$ cat config.mk
export PLATFORM = sky130hd
export DESIGN_NAME = cset_ram
export DESIGN_NICKNAME = d
export VERILOG_FILES = /design/src/rtl/assert_macros.svh /design/src/rtl/cset_ram.sv
export SDC_FILE = /design/constraint.sdc
export NUM_CORES = 1
export LEC_CHECK = 0
export ABC_AREA = 1
export BUFFER_PORTS_ARGS = -buffer_cell sky130_fd_sc_hd__buf_2
export CORE_UTILIZATION = 63
export CTS_CLUSTER_DIAMETER = 100
export DETAILED_ROUTE_END_ITERATION = 8
export PLACE_DENSITY = 0.8
export SLEW_MARGIN = 10
export SYNTH_ARGS = -nofsm -noshare
export SYNTH_HDL_FRONTEND = slang
export SYNTH_SLANG_ARGS = --single-unit
$ cat constraint.sdc
create_clock -name clk -period 2.6 [get_ports clk]
set_input_delay 0.26 -clock clk [delete_from_list [all_inputs] [get_ports clk]]
set_output_delay 0.26 -clock clk [all_outputs]
set_load 0.1 [all_outputs]
$ cat src/rtl/assert_macros.svh
// Assertion macros used by the top level of the exclusive-time block.
// No dependencies; the macros expand to nothing when SYNTHESIS is defined.
`ifndef ASSERT_MACROS_SVH
`define ASSERT_MACROS_SVH
`ifndef SYNTHESIS
// Same-cycle implication, disabled during reset.
`define ASSERT_IMPLY(lbl, clk_s, rst_s, ante, cons) \
  lbl: assert property (@(posedge clk_s) disable iff (rst_s) (ante) |-> (cons)) \
    else $error("assertion failed");
// Next-cycle implication, disabled during reset.
`define ASSERT_NEXT(lbl, clk_s, rst_s, ante, cons) \
  lbl: assert property (@(posedge clk_s) disable iff (rst_s) (ante) |=> (cons)) \
    else $error("assertion failed");
`else
`define ASSERT_IMPLY(lbl, clk_s, rst_s, ante, cons)
`define ASSERT_NEXT(lbl, clk_s, rst_s, ante, cons)
`endif
`endif

$ cat src/rtl/cset_ram.sv
// Generic single-write, single-read RAM with registered read data.
// No dependencies.
module cset_ram #(
  parameter int WIDTH = 8,
  parameter int DEPTH = 64
) (
  input  logic                                 clk,
  input  logic                                 we,
  input  logic [(DEPTH > 1 ? $clog2(DEPTH) : 1)-1:0] waddr,
  input  logic [WIDTH-1:0]                     wdata,
  input  logic                                 re,
  input  logic [(DEPTH > 1 ? $clog2(DEPTH) : 1)-1:0] raddr,
  output logic [WIDTH-1:0]                     rdata
);

  logic [WIDTH-1:0] mem [DEPTH];

  always_ff @(posedge clk) begin
    if (we) begin
      mem[waddr] <= wdata;
    end
    if (re) begin
      rdata <= mem[raddr];
    end
  end

endmodule

==> metrics.md <==
| Metric | Value |
|---|---|
| Seq/Total Area, Yosys | `0.7290` |
| Worst slew pin tran | `between 800 and 900 ps` |
| P_leak | `8.554 nW` |
| Multi-input logic area | `0.004946 mm2` |
| Mux cell area share after synthesis | `0` |
| Vias per cell | `6.113` |
| Cell Rows | `67` |
| WP data arrival | `1440 ps` |
| Starting Density | `0.6388` |
| Buf/Inv on CP | `1` |
| Die ar. | `0.03474 mm2` |
| Worst Setup SP | `rdata[2]` |
| Hold EP | `rdata[3]` |
| Yosys warns | `0` |
| Synthesized cell area | `0.02142 mm2` |
| Core area | `around 0.034 mm2` |
| Maximum VDD drop | `502.7 uV` |
| Status | `completed` |
| Syn Inst Count | `1805` |
| Internal Power | `13.15 mW` |
| Clk pin slew, worst setup/hold paths | `~60 ps` |
| CP Class | `reg2out` |
| Synth Area in XOR/XNOR | `0` |
| IO buf count | `30` |
| Fmax | `about 590 MHz` |
| CP top delay family | `buffers and inverters` |
| Vias | `14290` |
| FF+latch count, synth | `520` |
| Critical Path Slowest Stage Cell | `buf_2` |
| Crit path max fanout | `1` |
| # setup viols final | `0` |
| Reg2reg setup slack | `between 1000 and 1500 ps` |
| Slew Limit Fails | `0` |
| Gr usage total | `0.2945` |
| Top Layer Used | `met4` |
| WL met1 | `roughly 19 mm` |
| Layout Nets | `roughly 1900` |
| Maximum root-to-sink buffer count | `3` |
| Flip-flop and latch area | `around 0.016 mm2` |
| Flop pwr share | `0.550` |
| Slew HR | `0.4092` |
| Largest net degree at the start of global routing | `about 100` |
| Initial DRC count | `2024` |
| Drt pass-1 iters | `6` |
| Clock latency on the worst-skew pair | `~570 ps` |
| Switching share of power | `0.2236` |
| Syn avg cell area | `roughly 12 um2` |
| Clock skew | `15.95 ps` |
| Reg2Reg Launch Point | `mem[51][5]` |
| Worst path cell trace | `buf_2` |
| Post-synthesis simple-gate area fraction | `0.2309` |
| Met3 Routed Length | `approximately 5.4 mm` |
| Clock buffer count from CTS | `49` |
| Fraction of the cycle the final worst path needs | `0.6531` |
| Share of cells above drive strength 1 | `0.09216` |
| Clock power share | `0.380` |
| Avg WL per Cell | `about 22 um` |
| First-pass GRT wire length | `77.99 mm` |
| Routability cong. | `0.9578` |
| Final Hold Vio Count | `0` |
| Reg2reg path depth | `8` |
| Clock root buffer | `clkbuf_16` |
| Routed wire length | `around 51 mm` |
| DP Cell Count | `around 2300` |
| Vias in the first global route | `13570` |
| Number of fill cells in the layout | `around 2200` |
| Min cycle time layout | `1698 ps` |
| Crit path capture type | `primary output` |
| ANT nets after route | `0` |
| Syn_nets | `around 1800` |
| Area Overhead vs Synth | `9.860%` |
| Die span in x | `between 150 and 200 um` |
| Number of setup buffers added after CTS | `0` |
| DRC violations left | `0` |
| Main combinational cell family by area after synthesis | `simple AND/OR/NAND/NOR gates` |
| Max-cap violation count | `0` |
| Hold buffer count at cts | `0` |
| CTS tree | `built` |
| Adder-cell area share of the yosys netlist | `0` |
| Initial antenna violation count | `2` |
| Power Density | `slightly above 700 mW/mm2` |
| Hpwl dp | `29.88 mm` |
| Hold path cells | `1` |
| IO Pins | `31` |
| Overall Power | `~17 mW` |
| GRT overflow | `0` |
| Net Switching | `approximately 3.8 mW` |
| Final Non-Filler Cells | `2338` |
| HP Start | `re` |
| Combinational share of power | `0.069` |
| Worst Setup Start Kind | `flop` |
| Synth Area in Compound Gates | `0` |
| Reg-to-reg critical path endpoint | `rdata[5]` |
| Setup tns final | `0 ps` |
| H-tree Lvls | `2` |
| Slowest stage delay, CP | `~460 ps` |
| RSZ-0062 raised after global routing | `false` |
| Die Y | `between 150 and 200 um` |
| Post_cts resized | `0` |
| Worst path required time | `about 2300 ps` |
| Met2 wire len | `24.37 mm` |
| Synth unique cells | `15` |
| Clock Sinks | `520` |
| HP Class | `in2reg` |
-- worst max path at each step --
stage                             to  slack [ps]  cells past startpoint
final                       rdata[2]         900                      1
after global routing        rdata[7]         870                     10
after CTS                   rdata[0]         910                      1
after detailed placement  mem[18][4]         430                      5
after global placement      rdata[7]         520                     10
after floorplan           mem[48][0]         570                      3
-- through the flow --
| stage | util | area (um2) | worst slack (ps) | hold WS [ps] |
|---|---|---|---|---|
| 4_1_cts | 0.7016 | 23530 | 912.0 | 67.68 |
| 5_1_grt | 0.7018 | 23530 | 866.7 | 79.49 |
| 6_report | 0.7018 | 23530 | 902.0 | 90.50 |
| 3_3_place_gp | 0.6592 | 22100 | 516.4 | 644.5 |
| 2_1_floorplan | - | 21420 | 573.9 | 358.9 |
| 3_5_place_dp | 0.6592 | 22100 | 425.2 | 654.3 |
-- layout make-up --
class | instances | area share
clock buffers | 66 | 0.05663
diodes | 2 | 0.0002127
multi-input cells | 1160 | 0.2102
repair buffers | 111 | 0.03951
well taps | 448 | 0.02382
inverters | 12 | 0.002233
flip-flops and latches | 520 | 0.6636
clock inverters | 19 | 0.003828
-- per-layer routing --
layer	track usage	vias to the layer above
met5	0	-
li1	-	6448
met3	0.03912	119
met4	0.1230	0
met2	0.4640	876
met1	0.4200	6849
-- logic make-up (layout without fill, tap and decap cells) --
| logic type | after synthesis | in the layout |
|---|---|---|
| other cells | 0 | 2 |
| flops | 520 | 520 |
| simple gates | 1160 | 1160 |
| buf+inv | 125 | 208 |
-- power groups by stage --
| stage | registers, mW | clock network, mW | logic (mW) |
|---|---|---|---|
| after global placement | 9.50 | 0 | 1.12 |
| after floorplan | 9.57 | 0 | 0.652 |
| after CTS | 9.32 | 6.45 | 1.16 |
| after global routing | 9.32 | 6.76 | 1.26 |
| final | 9.32 | 6.44 | 1.17 |
| after detailed placement | 9.50 | 0 | 1.15 |
-- synthesized netlist by cell type (all sizes together) --
| cell | number | area, um2 |
|---|---|---|
| inv | 12 | 50.05 |
| nor2 | 56 | 210.2 |
| nand3 | 439 | 2197 |
| nand4 | 9 | 56.30 |
| buf | 98 | 752.0 |
| nand2 | 648 | 2432 |
| nor4 | 8 | 50.05 |
| edfxtp | 520 | 15610 |
| clkbuf | 15 | 56.30 |
-- cell usage in the layout, fill, tap and decap left out, drive strengths merged --
cell type and n:
nand2 648, nor2 56, nor4 8, clkinv 18
edfxtp 520, nand4 9, clkbuf 66, buf 111
nand3 439, diode 2, inv 13
-- sequential cells by signal (all words and copies together), names as in the netlist --
register	cells
mem	512
rdata	8
(Power assumes the default switching activity.)
