[src/rtl/assert_macros.svh]
// Assertion macros used by the top level of the exclusive-time block.
// No dependencies; the macros expand to nothing when SYNTHESIS is defined.
`ifndef ASSERT_MACROS_SVH
`define ASSERT_MACROS_SVH
`ifndef SYNTHESIS
// Same-cycle implication, disabled during reset.
`define ASSERT_IMPLY(lbl, clk_s, rst_s, ante, cons) \
  lbl: assert property (@(posedge clk_s) disable iff (rst_s) (ante) |-> (cons)) \
    else $error("assertion failed");
// Next-cycle implication, disabled during reset.
`define ASSERT_NEXT(lbl, clk_s, rst_s, ante, cons) \
  lbl: assert property (@(posedge clk_s) disable iff (rst_s) (ante) |=> (cons)) \
    else $error("assertion failed");
`else
`define ASSERT_IMPLY(lbl, clk_s, rst_s, ante, cons)
`define ASSERT_NEXT(lbl, clk_s, rst_s, ante, cons)
`endif
`endif

[src/rtl/cset_pkg.sv]
// Types and codes of the call-stack exclusive-time block.
// No dependencies; used by the interfaces, the adder and the top level.
package cset_pkg;

  localparam int ID_W   = 6;
  localparam int TIME_W = 32;
  localparam int ACC_W  = 48;
  localparam int NUM_IDS = 1 << ID_W;

  typedef logic [1:0]               req_type_t;
  typedef logic [1:0]               status_t;
  typedef logic [ID_W-1:0]          id_t;
  typedef logic [TIME_W-1:0]        time_t;
  typedef logic signed [ACC_W-1:0]  acc_t;
  typedef logic [1:0]               alu_op_t;

  // request types (type three acts as a read)
  localparam req_type_t REQ_START = 2'd0;
  localparam req_type_t REQ_END   = 2'd1;
  localparam req_type_t REQ_READ  = 2'd2;

  // result status
  localparam status_t STATUS_OK       = 2'd0;
  localparam status_t STATUS_MISMATCH = 2'd1;
  localparam status_t STATUS_EMPTY    = 2'd2;
  localparam status_t STATUS_FULL     = 2'd3;

  // shared adder operations
  localparam alu_op_t ALU_DUR = 2'd0;  // end - start (duration minus one)
  localparam alu_op_t ALU_ADD = 2'd1;  // acc + dur + 1
  localparam alu_op_t ALU_SUB = 2'd2;  // acc - (dur + 1)

endpackage

[src/rtl/cset_alu.sv]
// Shared 48-bit adder: forms durations and updates accumulators.
// Depends on cset_pkg.
module cset_alu (
  input  cset_pkg::alu_op_t op,
  input  cset_pkg::acc_t    acc,
  input  cset_pkg::acc_t    dur,
  input  cset_pkg::time_t   t_end,
  input  cset_pkg::time_t   t_start,
  output cset_pkg::acc_t    sum
);

  localparam int PAD_W = cset_pkg::ACC_W - cset_pkg::TIME_W;

  logic [cset_pkg::ACC_W-1:0] opa;
  logic [cset_pkg::ACC_W-1:0] opb;
  logic                       cin;

  // operand select; subtraction as a + ~b + 1
  always_comb begin
    unique case (op)
      cset_pkg::ALU_DUR: begin
        opa = {{PAD_W{1'b0}}, t_end};
        opb = ~{{PAD_W{1'b0}}, t_start};
        cin = 1'b1;
      end
      cset_pkg::ALU_SUB: begin
        // ~dur equals -(dur + 1)
        opa = acc;
        opb = ~dur;
        cin = 1'b0;
      end
      default: begin
        opa = acc;
        opb = dur;
        cin = 1'b1;
      end
    endcase
  end

  assign sum = opa + opb + {{(cset_pkg::ACC_W-1){1'b0}}, cin};

endmodule

[config.mk]
export PLATFORM = sky130hd
export DESIGN_NAME = cset_alu
export DESIGN_NICKNAME = d
export VERILOG_FILES = /design/src/rtl/assert_macros.svh /design/src/rtl/cset_pkg.sv /design/src/rtl/cset_alu.sv
export SDC_FILE = /design/constraint.sdc
export NUM_CORES = 1
export LEC_CHECK = 0
export ABC_AREA = 1
export BUFFER_PORTS_ARGS = -buffer_cell sky130_fd_sc_hd__buf_2
export CORE_UTILIZATION = 52
export DETAILED_ROUTE_END_ITERATION = 7
export GPL_TIMING_DRIVEN = 1
export PLACE_DENSITY = 0.95
export SETUP_SLACK_MARGIN = 0.3
export SYNTH_ARGS = -nofsm -noshare
export SYNTH_HDL_FRONTEND = slang
export SYNTH_SLANG_ARGS = --single-unit
[constraint.sdc]
create_clock -name vclk -period 3.45
set_input_delay 0.1725 -clock vclk [all_inputs]
set_output_delay 0.1725 -clock vclk [all_outputs]
set_load 0.05 [all_outputs]
==> impl_metrics.env <==
export IMPL_fmax_mhz=324
export IMPL_clkbuf_count=0
export IMPL_die_area_sq_mm=0.0101
export IMPL_finalCriticalPeriod_ps=3090
export IMPL_slowest_delay_ps=360
export IMPL_path_cells="buf_2, nor2_4, buf_4, buf_16, a221oi_1, ha_1, nand2_1, inv_1, a21oi_1, inv_1, a21oi_1, nand3_1, xor2_1, buf_2"
export IMPL_grt_pass1_vias=6667
export IMPL_arrival_ps=2910
export IMPL_crit_slowest_cell="ha_1"
export IMPL_fin_util=0.709
export IMPL_drt_wl_total_microns=18500
export IMPL_power_density_mw_per_mm2=358
export IMPL_vias=7414
export IMPL_die_y_microns=100
export IMPL_gp_congestion=1.09
export IMPL_rsz0062_at_grt="yes"
export IMPL_vdd_drop_max_uv=353
export IMPL_synth_area_per_cell_sq_um=4.88
export IMPL_initial_core_util=0.540
export IMPL_ys_seq_area_frac=0
export IMPL_fin_cells=1372
export IMPL_die_x_microns=100
export IMPL_final_cell_mix="nand2_1, buf_2, inv_1"
export IMPL_setup_viol=0
export IMPL_dr_pass1_iters=7
export IMPL_critical_path_startpoint_type="input port"
export IMPL_dpl_hpwl_microns=15300
export IMPL_yosysWarningCount=0
export IMPL_worst_pin_slew_ps=517
export IMPL_place_inst=1364
export IMPL_tns_ps=0
export IMPL_path_max_fanout=28
export IMPL_drt_iter0_markers=734
export IMPL_wl_per_cell_microns=13.5
export IMPL_ios=210
export IMPL_finalHoldViolCount=0
export IMPL_critPathTopFamily="buffers and inverters"
export IMPL_hold_ws_ps=963
export IMPL_nNetsFinal=1455
export IMPL_grtUsageTotal=0.355
export IMPL_drcViolationCount=0
export IMPL_syn2layout_area_growth_pct=31.3
export IMPL_min_period_over_period=0.895
export IMPL_antenna_found_initial=0
export IMPL_grt_max_degree=57
export IMPL_portBuffers=210
export IMPL_hold_path_class="input port to primary output"
export IMPL_total_leakage_power_nw=4.09
export IMPL_synthCells=1033
export IMPL_end_kind="primary output"
export IMPL_drive_gt1_frac=0.252
export IMPL_syn_nets=1243
export IMPL_n_antenna_cell=0
export IMPL_nFlopsAndLatches=0
export IMPL_netlist_area_sq_mm=0.00504
export IMPL_synth_cell_types=34
export IMPL_pre_cts_ws_ps=220
export IMPL_row_count=35
export IMPL_cts_hold_fix_buffers=0
export IMPL_maxCapViolations=0
export IMPL_grt_remaining_overflow=0
export IMPL_final_seq_area_sq_um=0
export IMPL_postRouteAntennaNets=0
export IMPL_crit_buf_inv=6
export IMPL_drv_slew=0
export IMPL_setup_ws_ps=363
export IMPL_grt_pass1_wl_microns=29200
export IMPL_coreArea_sq_mm=0.00933
export IMPL_path_class="input port to primary output"
export IMPL_layout_commonest_cell="nand2_1"
export IMPL_viasPerCell=5.40
export IMPL_slew_headroom=0.652
export IMPL_required_ps=3280
export IMPL_outcome="complete, no violations"
==> routing by layer <==
layer,vias to the layer above,routed length [microns],GRT usage
met2,495,8490,0.624
met5,-,0,0
met3,92,2010,0.0432
met1,3176,7060,0.430
met4,0,944,0.165
li1,3651,-,-
==> what timing repair did <==
item                                    4_1_cts  5_1_grt
endpoints found under the setup margin        8       30
pin swaps                                     1        4
setup buffers                                 3        4
gates cloned                                  0        1
resized for setup                             4       49
==> Yosys cell counts (2+ instances only) <==
| cell | count | area share |
|---|---|---|
| nand2_1 | 409 | 0.30 |
| inv_1 | 175 | 0.13 |
| nor2_1 | 121 | 0.090 |
| a21oi_1 | 50 | 0.050 |
| ha_1 | 47 | 0.12 |
| nand3_1 | 42 | 0.042 |
| a221oi_1 | 32 | 0.056 |
| xor2_1 | 28 | 0.049 |
| o21ai_0 | 27 | 0.027 |
| nand2_2 | 20 | 0.025 |
| clkbuf_1 | 13 | 0.0097 |
| nand4_1 | 9 | 0.011 |
| nor2_2 | 9 | 0.011 |
| o21bai_1 | 9 | 0.013 |
| nor3_1 | 8 | 0.0079 |
| buf_2 | 6 | 0.0060 |
| inv_2 | 4 | 0.0030 |
| nor3_2 | 4 | 0.0079 |
| nand2_4 | 3 | 0.0067 |
| nand3_2 | 2 | 0.0040 |
| xnor2_1 | 2 | 0.0035 |
==> metrics by stage <==
| stage | area (sq um) | power, mW |
|---|---|---|
| finish | 6610 | 2.37 |
| global route | 6610 | 2.53 |
| CTS | 6400 | 2.25 |
| detailed placement | 6370 | 2.23 |
| global placement | 6370 | 2.20 |
| floorplan | 5140 | 1.67 |
==> cell families after synthesis <==
logic type / Yosys count / share of synthesized area
simple gates: 631 / 0.520
buf+inv: 200 / 0.153
compound gates: 124 / 0.154
fa+ha+maj: 48 / 0.121
xor+xnor: 30 / 0.0521
==> power by group <==
part | internal [mW] | switching (mW) | total, mW
logic | 0.692 | 1.68 | 2.37
registers | 0 | 0 | 0
clock network | 0 | 0 | 0
total | 0.692 | 1.68 | 2.37
==> final cells by class <==
cell class	instances	area, sq um
fillers	859	2710
inverters	180	681
well taps	129	161
multi-input cells	833	4480
repair buffers	230	1290
==> path summary, 6_finish.rpt <==
| check | from | to | slack [ps] | cells after the start |
|---|---|---|---|---|
| max | op[0] | sum[27] | 360 | 14 |
| min | dur[47] | sum[47] | 960 | 6 |
Power figures use the tool's default switching activity.
